<file path="src/outbound_inflight_id_table_top_macros.svh">
// ---------------------------------------------------------------------------
// Assertion macros for the outbound in-flight id table
// Immediate-implication and next-cycle-implication checks, clocked and reset.
// ---------------------------------------------------------------------------
`ifndef OUTBOUND_INFLIGHT_ID_TABLE_TOP_MACROS_SVH
`define OUTBOUND_INFLIGHT_ID_TABLE_TOP_MACROS_SVH

`ifndef NO_ASSERTIONS

`define OIT_ASSERT_IMP(lbl, clk_s, rst_s, ante, cons) \
    lbl: assert property (@(posedge clk_s) disable iff (!rst_s) (ante) |-> (cons)) \
        else $error("outbound_inflight_id_table: check failed");

`define OIT_ASSERT_NXT(lbl, clk_s, rst_s, ante, cons) \
    lbl: assert property (@(posedge clk_s) disable iff (!rst_s) (ante) |=> (cons)) \
        else $error("outbound_inflight_id_table: check failed");

`else

`define OIT_ASSERT_IMP(lbl, clk_s, rst_s, ante, cons)

`define OIT_ASSERT_NXT(lbl, clk_s, rst_s, ante, cons)

`endif

`endif

</file>
<file path="src/oit_pkg.sv">
// ---------------------------------------------------------------------------
// oit_pkg
// Shared types and constants of the outbound in-flight id table.
// ---------------------------------------------------------------------------
`default_nettype none

package oit_pkg;

    localparam int S_TDATA_W = 56;
    localparam int M_TDATA_W = 64;
    localparam int CMD_W     = 3;
    localparam int ID_W      = 16;
    localparam int CNT_OUT_W = 5;

    localparam logic [1:0]      QOS_MAX  = 2'd2;
    localparam logic [ID_W-1:0] ID_FIRST = 16'd1;

    typedef enum logic [CMD_W-1:0] {
        CMD_INSERT   = 3'd0,
        CMD_REMOVE   = 3'd1,
        CMD_LOOKUP   = 3'd2,
        CMD_ALLOC    = 3'd3,
        CMD_CLEAR    = 3'd4,
        CMD_RESET_ID = 3'd5
    } cmd_t;

    typedef enum logic [2:0] {
        ST_IDLE,
        ST_SCAN,
        ST_WRITE,
        ST_CLEAR,
        ST_RESP
    } state_t;

    typedef struct packed {
        logic [ID_W-1:0] id;
        logic [15:0]     message;
        logic [15:0]     topic;
        logic [1:0]      qos;
        logic            retain;
        logic            phase;
    } entry_t;

    localparam int ENTRY_W = $bits(entry_t);

    typedef struct packed {
        cmd_t   cmd;
        entry_t ent;
    } req_t;

    typedef struct packed {
        logic                 ok;
        entry_t               ent;
        logic [CNT_OUT_W-1:0] count;
        logic                 full;
        logic                 last;
    } res_t;

    typedef struct packed {
        logic hit;
        logic free;
    } match_t;

endpackage

`default_nettype wire

</file>
<file path="src/oit_ram.sv">
// ---------------------------------------------------------------------------
// oit_ram
// Generic single-write, single-read RAM with registered read data.
// ---------------------------------------------------------------------------
`default_nettype none

module oit_ram #(
    parameter int WIDTH = 8,
    parameter int DEPTH = 16
) (
    input  wire logic                                      clk,
    input  wire logic                                      we,
    input  wire logic [((DEPTH > 1) ? $clog2(DEPTH) : 1)-1:0] waddr,
    input  wire logic [WIDTH-1:0]                          wdata,
    input  wire logic [((DEPTH > 1) ? $clog2(DEPTH) : 1)-1:0] raddr,
    output logic      [WIDTH-1:0]                          rdata
);

    logic [WIDTH-1:0] mem [DEPTH];

    always_ff @(posedge clk)
    begin
        if (we)
        begin
            mem[waddr] <= wdata;
        end
        rdata <= mem[raddr];
    end

endmodule

`default_nettype wire

</file>
<file path="src/oit_match.sv">
// ---------------------------------------------------------------------------
// oit_match
// Shared slot compare unit: id match against a key, and free-slot detect.
// ---------------------------------------------------------------------------
`default_nettype none

module oit_match (
    input  wire logic [oit_pkg::ID_W-1:0] key,
    input  wire logic [oit_pkg::ID_W-1:0] slot_id,
    input  wire logic                     slot_valid,
    output oit_pkg::match_t               res
);

    always_comb
    begin
        res.hit  = slot_valid && (slot_id == key);
        res.free = !slot_valid;
    end

endmodule

`default_nettype wire

</file>
<file path="src/oit_seq.sv">
// ---------------------------------------------------------------------------
// oit_seq
// Command sequencer: sweeps the slot RAM through the compare unit, keeps the
// valid bits, count and rolling id, and holds the output item register.
// ---------------------------------------------------------------------------
`default_nettype none
`include "outbound_inflight_id_table_top_macros.svh"

module oit_seq #(
    parameter int TABLE_DEPTH = 16
) (
    input  wire logic                          clk,
    input  wire logic                          rst_n,
    input  wire logic                          in_valid,
    output logic                               in_ready,
    input  wire oit_pkg::req_t                 in_req,
    output logic                               out_valid,
    input  wire logic                          out_ready,
    output oit_pkg::res_t                      out_res,
    output logic                               ram_we,
    output logic [((TABLE_DEPTH > 1) ? $clog2(TABLE_DEPTH) : 1)-1:0] ram_waddr,
    output logic [oit_pkg::ENTRY_W-1:0]        ram_wdata,
    output logic [((TABLE_DEPTH > 1) ? $clog2(TABLE_DEPTH) : 1)-1:0] ram_raddr,
    input  wire logic [oit_pkg::ENTRY_W-1:0]   ram_rdata
);

    localparam int IDX_W = (TABLE_DEPTH > 1) ? $clog2(TABLE_DEPTH) : 1;
    localparam int CNT_W = $clog2(TABLE_DEPTH + 1);

    oit_pkg::state_t                state_reg, state_next;
    oit_pkg::cmd_t                  cmd_reg, cmd_next;
    logic [oit_pkg::ID_W-1:0]       key_reg, key_next;
    oit_pkg::entry_t                in_ent_reg, in_ent_next;
    logic [oit_pkg::ID_W-1:0]       next_id_reg, next_id_next;
    logic [oit_pkg::ID_W-1:0]       cand_reg, cand_next;
    logic [CNT_W-1:0]               iss_cnt_reg, iss_cnt_next;
    logic                           pipe_vld_reg, pipe_vld_next;
    logic [IDX_W-1:0]               pipe_idx_reg, pipe_idx_next;
    logic [TABLE_DEPTH-1:0]         valid_reg, valid_next;
    logic [CNT_W-1:0]               count_reg, count_next;
    logic                           free_found_reg, free_found_next;
    logic [IDX_W-1:0]               free_idx_reg, free_idx_next;
    logic                           ok_reg, ok_next;
    oit_pkg::entry_t                ent_reg, ent_next;
    logic                           out_vld_reg, out_vld_next;
    oit_pkg::res_t                  out_reg, out_next;

    oit_pkg::entry_t                rd_ent;
    oit_pkg::entry_t                req_ent;
    oit_pkg::match_t                mt;
    logic [oit_pkg::ID_W-1:0]       cmp_key;
    logic [oit_pkg::ID_W-1:0]       nid_fix;
    logic [TABLE_DEPTH-1:0]         idx_onehot;
    logic                           in_fire;
    logic                           issue;
    logic                           full;
    logic                           out_free;
    logic                           pipe_last;
    logic                           rest_empty;
    logic                           scan_hit;
    logic                           scan_end;
    logic                           clr_hit;
    logic                           clr_done;
    logic                           load_out;
    oit_pkg::res_t                  load_val;

    assign rd_ent     = oit_pkg::entry_t'(ram_rdata);
    assign in_ready   = (state_reg == oit_pkg::ST_IDLE);
    assign in_fire    = in_valid && in_ready;
    assign full       = (count_reg == CNT_W'(TABLE_DEPTH));
    assign out_free   = !out_vld_reg || out_ready;
    assign issue      = ((state_reg == oit_pkg::ST_SCAN) || (state_reg == oit_pkg::ST_CLEAR))
                        && (iss_cnt_reg != CNT_W'(TABLE_DEPTH));
    assign ram_raddr  = iss_cnt_reg[IDX_W-1:0];
    assign ram_we     = (state_reg == oit_pkg::ST_WRITE);
    assign ram_waddr  = free_idx_reg;
    assign ram_wdata  = in_ent_reg;
    assign cmp_key    = (cmd_reg == oit_pkg::CMD_ALLOC) ? cand_reg : key_reg;
    assign nid_fix    = (next_id_reg == '0) ? oit_pkg::ID_FIRST : next_id_reg;
    assign pipe_last  = (pipe_idx_reg == IDX_W'(TABLE_DEPTH - 1));
    assign idx_onehot = TABLE_DEPTH'(1'b1) << pipe_idx_reg;
    assign rest_empty = ((valid_reg & ~idx_onehot) == '0);
    assign scan_hit   = (state_reg == oit_pkg::ST_SCAN) && pipe_vld_reg && mt.hit;
    assign scan_end   = (state_reg == oit_pkg::ST_SCAN) && pipe_vld_reg && !mt.hit && pipe_last;
    assign clr_hit    = (state_reg == oit_pkg::ST_CLEAR) && pipe_vld_reg
                        && valid_reg[pipe_idx_reg];
    assign clr_done   = clr_hit && out_free && rest_empty;

    // QoS above 2 is stored as 2; phase kept only at QoS 2
    always_comb
    begin
        req_ent = in_req.ent;
        if (in_req.ent.qos > oit_pkg::QOS_MAX)
        begin
            req_ent.qos = oit_pkg::QOS_MAX;
        end
        req_ent.phase = (req_ent.qos == oit_pkg::QOS_MAX) ? in_req.ent.phase : 1'b0;
    end

    oit_match u_match (
        .key        (cmp_key),
        .slot_id    (rd_ent.id),
        .slot_valid (valid_reg[pipe_idx_reg]),
        .res        (mt)
    );

    // next state
    always_comb
    begin
        state_next = state_reg;
        case (state_reg)
            oit_pkg::ST_IDLE:
            begin
                if (in_fire)
                begin
                    case (in_req.cmd)
                        oit_pkg::CMD_INSERT:
                        begin
                            state_next = ((in_req.ent.id == '0) || full) ?
                                         oit_pkg::ST_RESP : oit_pkg::ST_SCAN;
                        end
                        oit_pkg::CMD_REMOVE, oit_pkg::CMD_LOOKUP, oit_pkg::CMD_ALLOC:
                        begin
                            state_next = oit_pkg::ST_SCAN;
                        end
                        oit_pkg::CMD_CLEAR:
                        begin
                            state_next = (count_reg == '0) ? oit_pkg::ST_RESP
                                                           : oit_pkg::ST_CLEAR;
                        end
                        default:
                        begin
                            state_next = oit_pkg::ST_RESP;
                        end
                    endcase
                end
            end
            oit_pkg::ST_SCAN:
            begin
                if (scan_hit)
                begin
                    state_next = (cmd_reg == oit_pkg::CMD_ALLOC) ? oit_pkg::ST_SCAN
                                                                 : oit_pkg::ST_RESP;
                end
                else if (scan_end)
                begin
                    state_next = (cmd_reg == oit_pkg::CMD_INSERT) ? oit_pkg::ST_WRITE
                                                                  : oit_pkg::ST_RESP;
                end
            end
            oit_pkg::ST_WRITE:
            begin
                state_next = oit_pkg::ST_RESP;
            end
            oit_pkg::ST_CLEAR:
            begin
                if (clr_done)
                begin
                    state_next = oit_pkg::ST_IDLE;
                end
            end
            oit_pkg::ST_RESP:
            begin
                if (out_free)
                begin
                    state_next = oit_pkg::ST_IDLE;
                end
            end
            default:
            begin
                state_next = oit_pkg::ST_IDLE;
            end
        endcase
    end

    // datapath and output register
    always_comb
    begin
        cmd_next        = cmd_reg;
        key_next        = key_reg;
        in_ent_next     = in_ent_reg;
        next_id_next    = next_id_reg;
        cand_next       = cand_reg;
        iss_cnt_next    = iss_cnt_reg;
        pipe_vld_next   = 1'b0;
        pipe_idx_next   = pipe_idx_reg;
        valid_next      = valid_reg;
        count_next      = count_reg;
        free_found_next = free_found_reg;
        free_idx_next   = free_idx_reg;
        ok_next         = ok_reg;
        ent_next        = ent_reg;
        load_out        = 1'b0;
        load_val        = '0;

        if (issue)
        begin
            iss_cnt_next  = iss_cnt_reg + CNT_W'(1);
            pipe_vld_next = 1'b1;
            pipe_idx_next = ram_raddr;
        end

        case (state_reg)
            oit_pkg::ST_IDLE:
            begin
                if (in_fire)
                begin
                    cmd_next        = in_req.cmd;
                    key_next        = in_req.ent.id;
                    in_ent_next     = req_ent;
                    ok_next         = 1'b0;
                    ent_next        = '0;
                    iss_cnt_next    = '0;
                    free_found_next = 1'b0;
                    case (in_req.cmd)
                        oit_pkg::CMD_ALLOC:
                        begin
                            cand_next    = nid_fix;
                            next_id_next = nid_fix + oit_pkg::ID_FIRST;
                        end
                        oit_pkg::CMD_CLEAR:
                        begin
                            ok_next = (count_reg == '0);
                        end
                        oit_pkg::CMD_RESET_ID:
                        begin
                            next_id_next = oit_pkg::ID_FIRST;
                            ok_next      = 1'b1;
                        end
                        default:
                        begin
                            ok_next = 1'b0;
                        end
                    endcase
                end
            end
            oit_pkg::ST_SCAN:
            begin
                if (pipe_vld_reg && mt.free && !free_found_reg)
                begin
                    free_found_next = 1'b1;
                    free_idx_next   = pipe_idx_reg;
                end
                if (scan_hit)
                begin
                    pipe_vld_next = 1'b0;
                    case (cmd_reg)
                        oit_pkg::CMD_ALLOC:
                        begin
                            // id in use: take the next candidate and sweep again
                            cand_next    = nid_fix;
                            next_id_next = nid_fix + oit_pkg::ID_FIRST;
                            iss_cnt_next = '0;
                        end
                        oit_pkg::CMD_REMOVE:
                        begin
                            ok_next                  = 1'b1;
                            ent_next                 = rd_ent;
                            valid_next[pipe_idx_reg] = 1'b0;
                            count_next               = count_reg - CNT_W'(1);
                        end
                        oit_pkg::CMD_LOOKUP:
                        begin
                            ok_next  = 1'b1;
                            ent_next = rd_ent;
                        end
                        default:
                        begin
                            ok_next  = 1'b0;
                            ent_next = '0;
                        end
                    endcase
                end
                else if (scan_end && (cmd_reg == oit_pkg::CMD_ALLOC))
                begin
                    ok_next     = 1'b1;
                    ent_next    = '0;
                    ent_next.id = cand_reg;
                end
            end
            oit_pkg::ST_WRITE:
            begin
                valid_next[free_idx_reg] = 1'b1;
                count_next               = count_reg + CNT_W'(1);
                ok_next                  = 1'b1;
                ent_next                 = in_ent_reg;
            end
            oit_pkg::ST_CLEAR:
            begin
                if (clr_hit)
                begin
                    if (out_free)
                    begin
                        load_out                 = 1'b1;
                        load_val.ok              = 1'b1;
                        load_val.ent             = rd_ent;
                        load_val.last            = rest_empty;
                        valid_next[pipe_idx_reg] = 1'b0;
                        count_next               = count_reg - CNT_W'(1);
                        if (rest_empty)
                        begin
                            pipe_vld_next = 1'b0;
                        end
                    end
                    else
                    begin
                        // output busy: re-read this slot
                        iss_cnt_next  = CNT_W'(pipe_idx_reg);
                        pipe_vld_next = 1'b0;
                    end
                end
            end
            oit_pkg::ST_RESP:
            begin
                if (out_free)
                begin
                    load_out       = 1'b1;
                    load_val.ok    = ok_reg;
                    load_val.ent   = ent_reg;
                    load_val.count = oit_pkg::CNT_OUT_W'(count_reg);
                    load_val.full  = full;
                    load_val.last  = 1'b1;
                end
            end
            default:
            begin
                load_out = 1'b0;
            end
        endcase

        out_next     = load_out ? load_val : out_reg;
        out_vld_next = load_out ? 1'b1 : (out_ready ? 1'b0 : out_vld_reg);
    end

    always_ff @(posedge clk or negedge rst_n)
    begin
        if (!rst_n)
        begin
            state_reg      <= oit_pkg::ST_IDLE;
            next_id_reg    <= oit_pkg::ID_FIRST;
            iss_cnt_reg    <= '0;
            pipe_vld_reg   <= 1'b0;
            valid_reg      <= '0;
            count_reg      <= '0;
            free_found_reg <= 1'b0;
            out_vld_reg    <= 1'b0;
        end
        else
        begin
            state_reg      <= state_next;
            next_id_reg    <= next_id_next;
            iss_cnt_reg    <= iss_cnt_next;
            pipe_vld_reg   <= pipe_vld_next;
            valid_reg      <= valid_next;
            count_reg      <= count_next;
            free_found_reg <= free_found_next;
            out_vld_reg    <= out_vld_next;
        end
    end

    always_ff @(posedge clk)
    begin
        cmd_reg      <= cmd_next;
        key_reg      <= key_next;
        in_ent_reg   <= in_ent_next;
        cand_reg     <= cand_next;
        pipe_idx_reg <= pipe_idx_next;
        free_idx_reg <= free_idx_next;
        ok_reg       <= ok_next;
        ent_reg      <= ent_next;
        out_reg      <= out_next;
    end

    assign out_valid = out_vld_reg;
    assign out_res   = out_reg;

    `OIT_ASSERT_IMP(a_count_bound, clk, rst_n, 1'b1, count_reg <= CNT_W'(TABLE_DEPTH))
    `OIT_ASSERT_IMP(a_count_matches, clk, rst_n, 1'b1, $countones(valid_reg) == count_reg)
    `OIT_ASSERT_IMP(a_no_overwrite, clk, rst_n, load_out, !out_vld_reg || out_ready)
    `OIT_ASSERT_NXT(a_zero_id_reject, clk, rst_n, in_fire && (in_req.cmd == oit_pkg::CMD_INSERT) && (in_req.ent.id == '0), state_reg == oit_pkg::ST_RESP)

endmodule

`default_nettype wire

</file>
<file path="src/outbound_inflight_id_table_top.sv">
// Outbound in-flight id table: TABLE_DEPTH slots in one RAM with a single read
// port, swept one slot per cycle through a shared compare unit while no output
// stall holds a clear; insert adds a write step after the sweep. Allocate
// repeats the sweep for each candidate id already in use, so it takes up to
// (TABLE_DEPTH + 1) sweeps. Clear gives one item per occupied slot in slot
// order; a stall on the output makes the sweep re-read the stalled slot. Slot
// valid bits live in flip-flops, so there is no clearing pass.
// ---------------------------------------------------------------------------
// outbound_inflight_id_table_top
// In-flight packet id table with insert, remove, lookup, allocate, clear and id reset.
// ---------------------------------------------------------------------------
`default_nettype none

module outbound_inflight_id_table_top #(
    parameter int TABLE_DEPTH = 16
) (
    input  wire logic                            clk,
    input  wire logic                            rst_n,
    input  wire logic                            s_axis_tvalid,
    output logic                                 s_axis_tready,
    // pkt_id, message_handle, topic_handle, qos_req, retain_in, phase_in
    input  wire logic [oit_pkg::S_TDATA_W-1:0]   s_axis_tdata,
    // cmd
    input  wire logic [oit_pkg::CMD_W-1:0]       s_axis_tuser,
    output logic                                 m_axis_tvalid,
    input  wire logic                            m_axis_tready,
    // id_out, message_out, topic_out, qos_out, retain_out, phase_out,
    // occupied_count, full_res
    output logic      [oit_pkg::M_TDATA_W-1:0]   m_axis_tdata,
    // ok
    output logic                                 m_axis_tuser,
    output logic                                 m_axis_tlast
);

    localparam int IDX_W = (TABLE_DEPTH > 1) ? $clog2(TABLE_DEPTH) : 1;

    oit_pkg::req_t                 req;
    oit_pkg::res_t                 res;
    logic                          ram_we;
    logic [IDX_W-1:0]              ram_waddr;
    logic [IDX_W-1:0]              ram_raddr;
    logic [oit_pkg::ENTRY_W-1:0]   ram_wdata;
    logic [oit_pkg::ENTRY_W-1:0]   ram_rdata;

    always_comb
    begin
        req.cmd        = oit_pkg::cmd_t'(s_axis_tuser);
        req.ent.id     = s_axis_tdata[15:0];
        req.ent.message = s_axis_tdata[31:16];
        req.ent.topic  = s_axis_tdata[47:32];
        req.ent.qos    = s_axis_tdata[49:48];
        req.ent.retain = s_axis_tdata[50];
        req.ent.phase  = s_axis_tdata[51];
    end

    oit_ram #(
        .WIDTH (oit_pkg::ENTRY_W),
        .DEPTH (TABLE_DEPTH)
    ) u_ram (
        .clk   (clk),
        .we    (ram_we),
        .waddr (ram_waddr),
        .wdata (ram_wdata),
        .raddr (ram_raddr),
        .rdata (ram_rdata)
    );

    oit_seq #(
        .TABLE_DEPTH (TABLE_DEPTH)
    ) u_seq (
        .clk       (clk),
        .rst_n     (rst_n),
        .in_valid  (s_axis_tvalid),
        .in_ready  (s_axis_tready),
        .in_req    (req),
        .out_valid (m_axis_tvalid),
        .out_ready (m_axis_tready),
        .out_res   (res),
        .ram_we    (ram_we),
        .ram_waddr (ram_waddr),
        .ram_wdata (ram_wdata),
        .ram_raddr (ram_raddr),
        .ram_rdata (ram_rdata)
    );

    assign m_axis_tdata = {6'b0, res.full, res.count, res.ent.phase, res.ent.retain,
                           res.ent.qos, res.ent.topic, res.ent.message, res.ent.id};
    assign m_axis_tuser = res.ok;
    assign m_axis_tlast = res.last;

endmodule

`default_nettype wire
</file>
<file path="config.mk">
export PLATFORM = sky130hd
export DESIGN_NAME = outbound_inflight_id_table_top
export DESIGN_NICKNAME = d
export VERILOG_FILES = /design/src/oit_pkg.sv /design/src/oit_ram.sv /design/src/oit_match.sv /design/src/oit_seq.sv /design/src/outbound_inflight_id_table_top.sv
export VERILOG_INCLUDE_DIRS = /design/src /design/src/src
export SDC_FILE = /design/constraint.sdc
export NUM_CORES = 1
export LEC_CHECK = 0
export BUFFER_PORTS_ARGS = -buffer_cell sky130_fd_sc_hd__buf_2
export CAP_MARGIN = 30
export CORE_MARGIN = 5
export CORE_UTILIZATION = 50
export CTS_CLUSTER_DIAMETER = 200
export DETAILED_ROUTE_END_ITERATION = 10
export GPL_TIMING_DRIVEN = 1
export PLACE_DENSITY_LB_ADDON = 0.1
export SLEW_MARGIN = 0
export SYNTH_ARGS = -nofsm -noshare
export SYNTH_HDL_FRONTEND = slang
export SYNTH_SLANG_ARGS = --single-unit
</file>
<file path="constraint.sdc">
create_clock -name clk -period 18.2 [get_ports clk]
set_input_delay 1.82 -clock clk [delete_from_list [all_inputs] [get_ports clk]]
set_output_delay 1.82 -clock clk [all_outputs]
set_load 0.01 [all_outputs]
</file>
Yosys cells after proc, flatten, opt, wreduce, memory -nomap -nowiden
Memories as Yosys holds them, arrays and structs flattened. A register that Yosys moved wholly into a read port is not among the register bits. Index checks and enable logic that the tools add are counted.

Register bits after elaboration: 240. RAM bits: 832. Bits of input ports: 63. Output and inout bits: 68. Logic and storage cells: 208. Memories: 1.

Memory list: u_ram.mem (words 16, bits a word 52, rd ports 1, clocked after Yosys merged registers in 1, write ports 1, RTL line oit_ram.sv:19) `logic [WIDTH-1:0] mem [DEPTH];`.

$add $sub $neg: 4. Magnitude comparators: 5. Eq/ne operators: 31. Shift-type cells: 1. Mux-type cells: 81. Bitwise operators: 5. Reduce and logical (&&, ||, !) cells: 45.

Operator list (number): $mux 16 (13); $mux 52 (3); $pmux 52 s3 (1); $mux 53 (2); $pmux 53 s2 (1); $pmux 52 s2 (1); $pmux 16 s2 (3); $mux 60 (1); $mux 5 (10); $logic_not 16->1 (3); $pmux 16 s3 (1); $and 16x16->16 (2); $not 16->16 (2); $pmux 5 s3 (2); $mux 3 (9); $mux 1 (21); $eq 3x2->1 const B (6); $add 16x1->16 const B (1); $eq 16x16->1 (1); $logic_and 1x1->1 (16); $or 16x16->16 (1); $shl 1x4->16 const A (1); $pmux 3 s5 (1); $reduce_and 5->1 (3); 33 further kinds (67).

Logic depth before layout (Yosys ltp)
Depth in word-level cells: 11. Mapped depth: 10. Depth with buffers taken out: 9.

By module
A second synthesis with hierarchy kept.

Cell total of the unflattened synthesis: 2170. Area total of the unflattened synthesis: 43078.8 sq um.

By module, submodules not included: oit_ram (times used 1, cells an instance 1344, area an instance 32215.9 sq um, seq. area each 26025.0 sq um); oit_seq (times used 1, cells an instance 796, area an instance 10630.2 sq um, seq. area each 6967.9 sq um); oit_match (times used 1, cells an instance 23, area an instance 183.9 sq um, seq. area each 0.0 sq um); outbound_inflight_id_table_top (times used 1, cells an instance 7, area an instance 48.8 sq um, seq. area each 0.0 sq um).

Worst setup path after synthesis
OpenSTA, ideal clock, no wires.

Path kind: input to register. From: input port s_axis_tvalid. To: register u_seq.ent_reg[0] in the netlist's numbering, enable pin. Library setup time: 537 ps. Arrival time: 5940 ps. Data required time: 17663 ps. Path slack: 11723 ps. Stages: 4. Path buffers: 0. Cell sequence: nor3_1 a211oi_1 nand2_1 o21ai_0.

Word-level cells in the longest chain between the ends: 3.

RTL lines: from (decl) (RTL line outbound_inflight_id_table_top.sv:19) `input wire logic s_axis_tvalid,`; $logic_and 1x1->1 (RTL line oit_seq.sv:69) `assign in_fire = in_valid && in_ready;`; $ne 2x2->1 (no source line); $reduce_and 4->1 (no source line); to (signal assigned) (RTL line oit_seq.sv:370) `ent_reg <= ent_next;`; to (decl) (RTL line oit_seq.sv:44) `oit_pkg::entry_t ent_reg, ent_next;`.

Every way passes these cells. A chain may end at the register's enable or synchronous reset.

Worst setup path in the final report
From: register u_seq.cmd_reg[2]. To: register u_seq.ent_reg[30] in the netlist's numbering, enable pin.

Word-level cells in the longest chain between the ends: 10. Elaborated cells between the ends (all ways): 12. Classes of those cells: eq/ne: 4; mux: 1; reduce/logical: 7.

RTL lines: from (decl) (RTL line oit_seq.sv:31) `oit_pkg::cmd_t cmd_reg, cmd_next;`; from (signal assigned) (RTL line oit_seq.sv:363) `cmd_reg <= cmd_next;`; $eq 3x2->1 (*) (RTL line oit_seq.sv:78, oit_seq.sv:247, oit_seq.sv:274); $mux 16 (RTL line oit_seq.sv:78) `assign cmp_key = (cmd_reg == oit_pkg::CMD_ALLOC) ? cand_reg : key_reg;`; $eq 16x16->1 (RTL line oit_match.sv:16) `res.hit = slot_valid && (slot_id == key);`; $logic_and 1x1->1 (RTL line oit_match.sv:16); $logic_not 1->1 (RTL line oit_seq.sv:84) `assign scan_end = (state_reg == oit_pkg::ST_SCAN) && pipe_vld_reg && !mt.hit && pipe_last;`; $logic_and 1x1->1 (2 in series) (RTL line oit_seq.sv:84); $logic_and 1x1->1 (RTL line oit_seq.sv:274) `else if (scan_end && (cmd_reg == oit_pkg::CMD_ALLOC))`; $ne 3x2->1 (no source line); $reduce_and 4->1 (no source line) (*).

Every way passes the cells marked *; elsewhere a longest branch is shown, timed or not.

==> metrics.txt <==
vias in the first global route=between 20000 and 25000; CTS sink cnt=1124; first-pass GRT wire length=150000 µm; Worst path depth=7; PD cells=144 nW/µm²; Clock Pin Slew Worst Setup and Hold Paths=0.06 ns; Crit-path slowest cell=buf_4; most common cell after layout, fill and taps aside=edfxtp_1; Worst Path Max Fanout=approximately 40; Final ANT Viol Nets=0; Critical Path Sink Type=flop; # hold bufs at CTS=0; post-synthesis cell area=43200 µm²; Min-Delay Endpoint=u_seq.free_found_reg$_DFFE_PN0P_; Crit Path Class=flop to flop; Pint=5.10 mW; H-tree depth=3; Hold/Removal Path Class=flop to flop; DRC=0; synth top area cells=edfxtp_1 71%, mux4_2 14%, dfrtp_1 2.7%; Buffers on Ports=120; synth unique cells=74; Die Span X=304 µm; post-CTS resize count=0; worst reg-to-reg path cell count=7; critical path arrival=5.07 ns; clock skew=about 0.028 ns; die area=92500 µm²; Mapped Avg Cell Area=20.8 µm²; outcome=finished clean; Post-Synthesis Cells=2078; Async SR Flop Fraction=about 4.3%; DRT iter0 DRCs=between 2000 and 2500; max incr delay on CP=about 0.8 ns; most frequent cells in the layout=1024 x edfxtp_1, 264 x mux4_2, 121 x buf_2; switching portion of total power=27.6%; initial antenna violation count=1; Worst R2R Setup Slack=13.41 ns; area leader, netlist=edfxtp_1; Wirelength per Cell=29.3 µm; fmax=0.209 GHz; CTS tree=done; total power=7.05 mW; fin crit period=4.79 ns; clock power share=31.8%; Ports=131; vias per cell=6.10; RSZ-0062 raised after global routing=no; count of state elements after synthesis=1124; final RePlAce weighted congestion=roughly 0.8; Bufs on Longest Clock Path=3; maximum VDD drop=around 0.00012 V; Buf+Inv Stages, Crit Path=1; Comb power frac=19.8%; FP Rows=around 110; hold depth=1; Final setup viols=0; gr ovfl total=0; Yosys top cell area share=71.1%; synthesis warning total=0; sequential power share=between 40% and 50%; Total Routed Length=102000 µm; register area share after synthesis=76.3%; number of flip-flops in the largest register=832; reg-to-reg endpoint=u_seq.ent_reg[30]$_DFFE_PP_; NetSw=roughly 1.9 mW; largest net degree at the start of global routing=between 100 and 150; Final Hold Fails=0; via count=21200; Worst-Skew Late Latency=0.68 ns; Initial Util=50.5%; postcts setup bufs=0; CTS Buf Count=114; worst min-delay path startpoint=u_seq.free_found_reg$_DFFE_PN0P_; Critical R2R Launch=u_seq.cmd_reg[2]$_DFFE_PP_; cell family with most CP delay=simple AND/OR/NAND/NOR gates; Setup crit start kind=flop; root buffer cell=clkbuf_16; Worst Tran Pin Value=1.06 ns; Net count, final=2303; Most flops, register=u_ram.mem; fin crit share=a little over a quarter; GRT Total Usage=21.9%; Leak=approximately 16 nW; max_cap viols=0; cells along the critical path=nand3b_1 -> or4_1 -> a2111oi_2 -> nand3_1 -> mux2i_1 -> o21ai_4 -> buf_4; Slew HR=29.3%; FILL cells=6258; Pre-antenna DRT Iters=8; Area Growth Syn to Fin=13.3%; WP data required=18.48 ns; layout cells sized above 1=27.4%; Setup TNS=0 ns; placed wire-length estimate=roughly 53000 µm; number of antenna diodes=0; die height=304 µm; Most used DFF post-synth=edfxtp_1; core area=approximately 86000 µm²; Max Slew Vio Count=0; EDFF count, synth=1024
power by group through the flow:
stage	clock network, mW	logic [mW]	registers, mW
global placement	0	1.38	3.46
floorplan	0	1.11	3.31
global route	2.41	1.51	3.44
finish	2.24	1.40	3.41
CTS	2.28	1.42	3.41
detailed placement	0	1.42	3.46
how the worst max path moves through the flow:
stage	startpoint	end	slack, ns
final	u_seq.cmd_reg[2]$_DFFE_PP_	u_seq.ent_reg[30]$_DFFE_PP_	13.41
after global routing	u_seq.cmd_reg[2]$_DFFE_PP_	u_seq.ent_reg[32]$_DFFE_PP_	13.26
after CTS	u_seq.cmd_reg[2]$_DFFE_PP_	u_seq.ent_reg[28]$_DFFE_PP_	13.44
after detailed placement	u_seq.cmd_reg[2]$_DFFE_PP_	u_seq.ent_reg[32]$_DFFE_PP_	13.44
after global placement	u_seq.cmd_reg[2]$_DFFE_PP_	u_seq.ent_reg[35]$_DFFE_PP_	13.50
after floorplan	s_axis_tvalid	u_seq.ent_reg[0]$_DFFE_PP_	11.72
cell families (layout without fill, tap and decap cells):
group / count (synthesis) / count (layout) / synth area share, %
buffers and inverters: 178 / 429 / 1.66
adders and majority gates: 6 / 6 / 0.191
muxes: 284 / 284 / 14.2
DFF: 1124 / 1124 / 76.3
xor gates and xnor gates: 22 / 22 / 0.446
AOI/OAI and AO/OA: 229 / 229 / 4.09
other: 1 / 6 / 0.00867
and+or+nand+nor: 234 / 234 / 3.08
synthesized netlist by cell type, types with 4 or more instances:
| master | count |
|---|---|
| edfxtp_1 | 1024 |
| mux4_2 | 264 |
| clkbuf_1 | 91 |
| a22o_1 | 88 |
| nor2_1 | 60 |
| dfxtp_1 | 52 |
| dfrtp_1 | 47 |
| inv_1 | 47 |
| a21oi_1 | 35 |
| nand2_1 | 30 |
| buf_1 | 23 |
| o21ai_0 | 21 |
| nand3_1 | 20 |
| a222oi_1 | 17 |
| mux2i_1 | 15 |
| nand2b_1 | 15 |
| o22ai_1 | 14 |
| nand4_1 | 13 |
| nor3_1 | 13 |
| nor4_1 | 13 |
| and2_1 | 12 |
| nor2b_1 | 12 |
| xor2_1 | 12 |
| a31oi_1 | 10 |
| xnor2_1 | 10 |
| buf_2 | 9 |
| a211oi_1 | 8 |
| buf_4 | 6 |
| or3_1 | 6 |
| a21o_1 | 5 |
| and3_1 | 5 |
| ha_1 | 5 |
| mux2_2 | 5 |
| nor4b_1 | 4 |
| or2_2 | 4 |
per-stage QoR:
stage	util (%)	area [µm²]	cells	hold slack [ns]	setup WS [ns]
global route	57.3	49000	3478	0.509	13.26
CTS	57.3	49000	3478	0.497	13.44
finish	57.3	49000	3478	0.499	13.41
global placement	52.9	45200	3255	0.463	13.50
floorplan	-	43300	2083	0.423	11.72
detailed placement	53.0	45400	3262	0.470	13.44
area by class of cell:
type                    instances  area (µm²)  share of cell area [%]
well taps                    1144        1430                    2.92
inverters                      47         178                   0.363
clock inverters                41         375                   0.766
flip-flops and latches       1124       33000                    67.4
clock buffers                 175        3250                    6.64
repair buffers                166        1030                    2.11
multi-input cells             781        9720                    19.8
metal layers:
layer / up-vias / GRT usage [%] / wire (µm)
met5: - / 0 / 0
met4: 0 / 4.82 / 1720
met3: 116 / 2.96 / 6060
met2: 766 / 37.2 / 51700
met1: 11400 / 30.8 / 42300
li1: 8968 / - / -
Note: power is estimated with default switching activity, not from simulation.
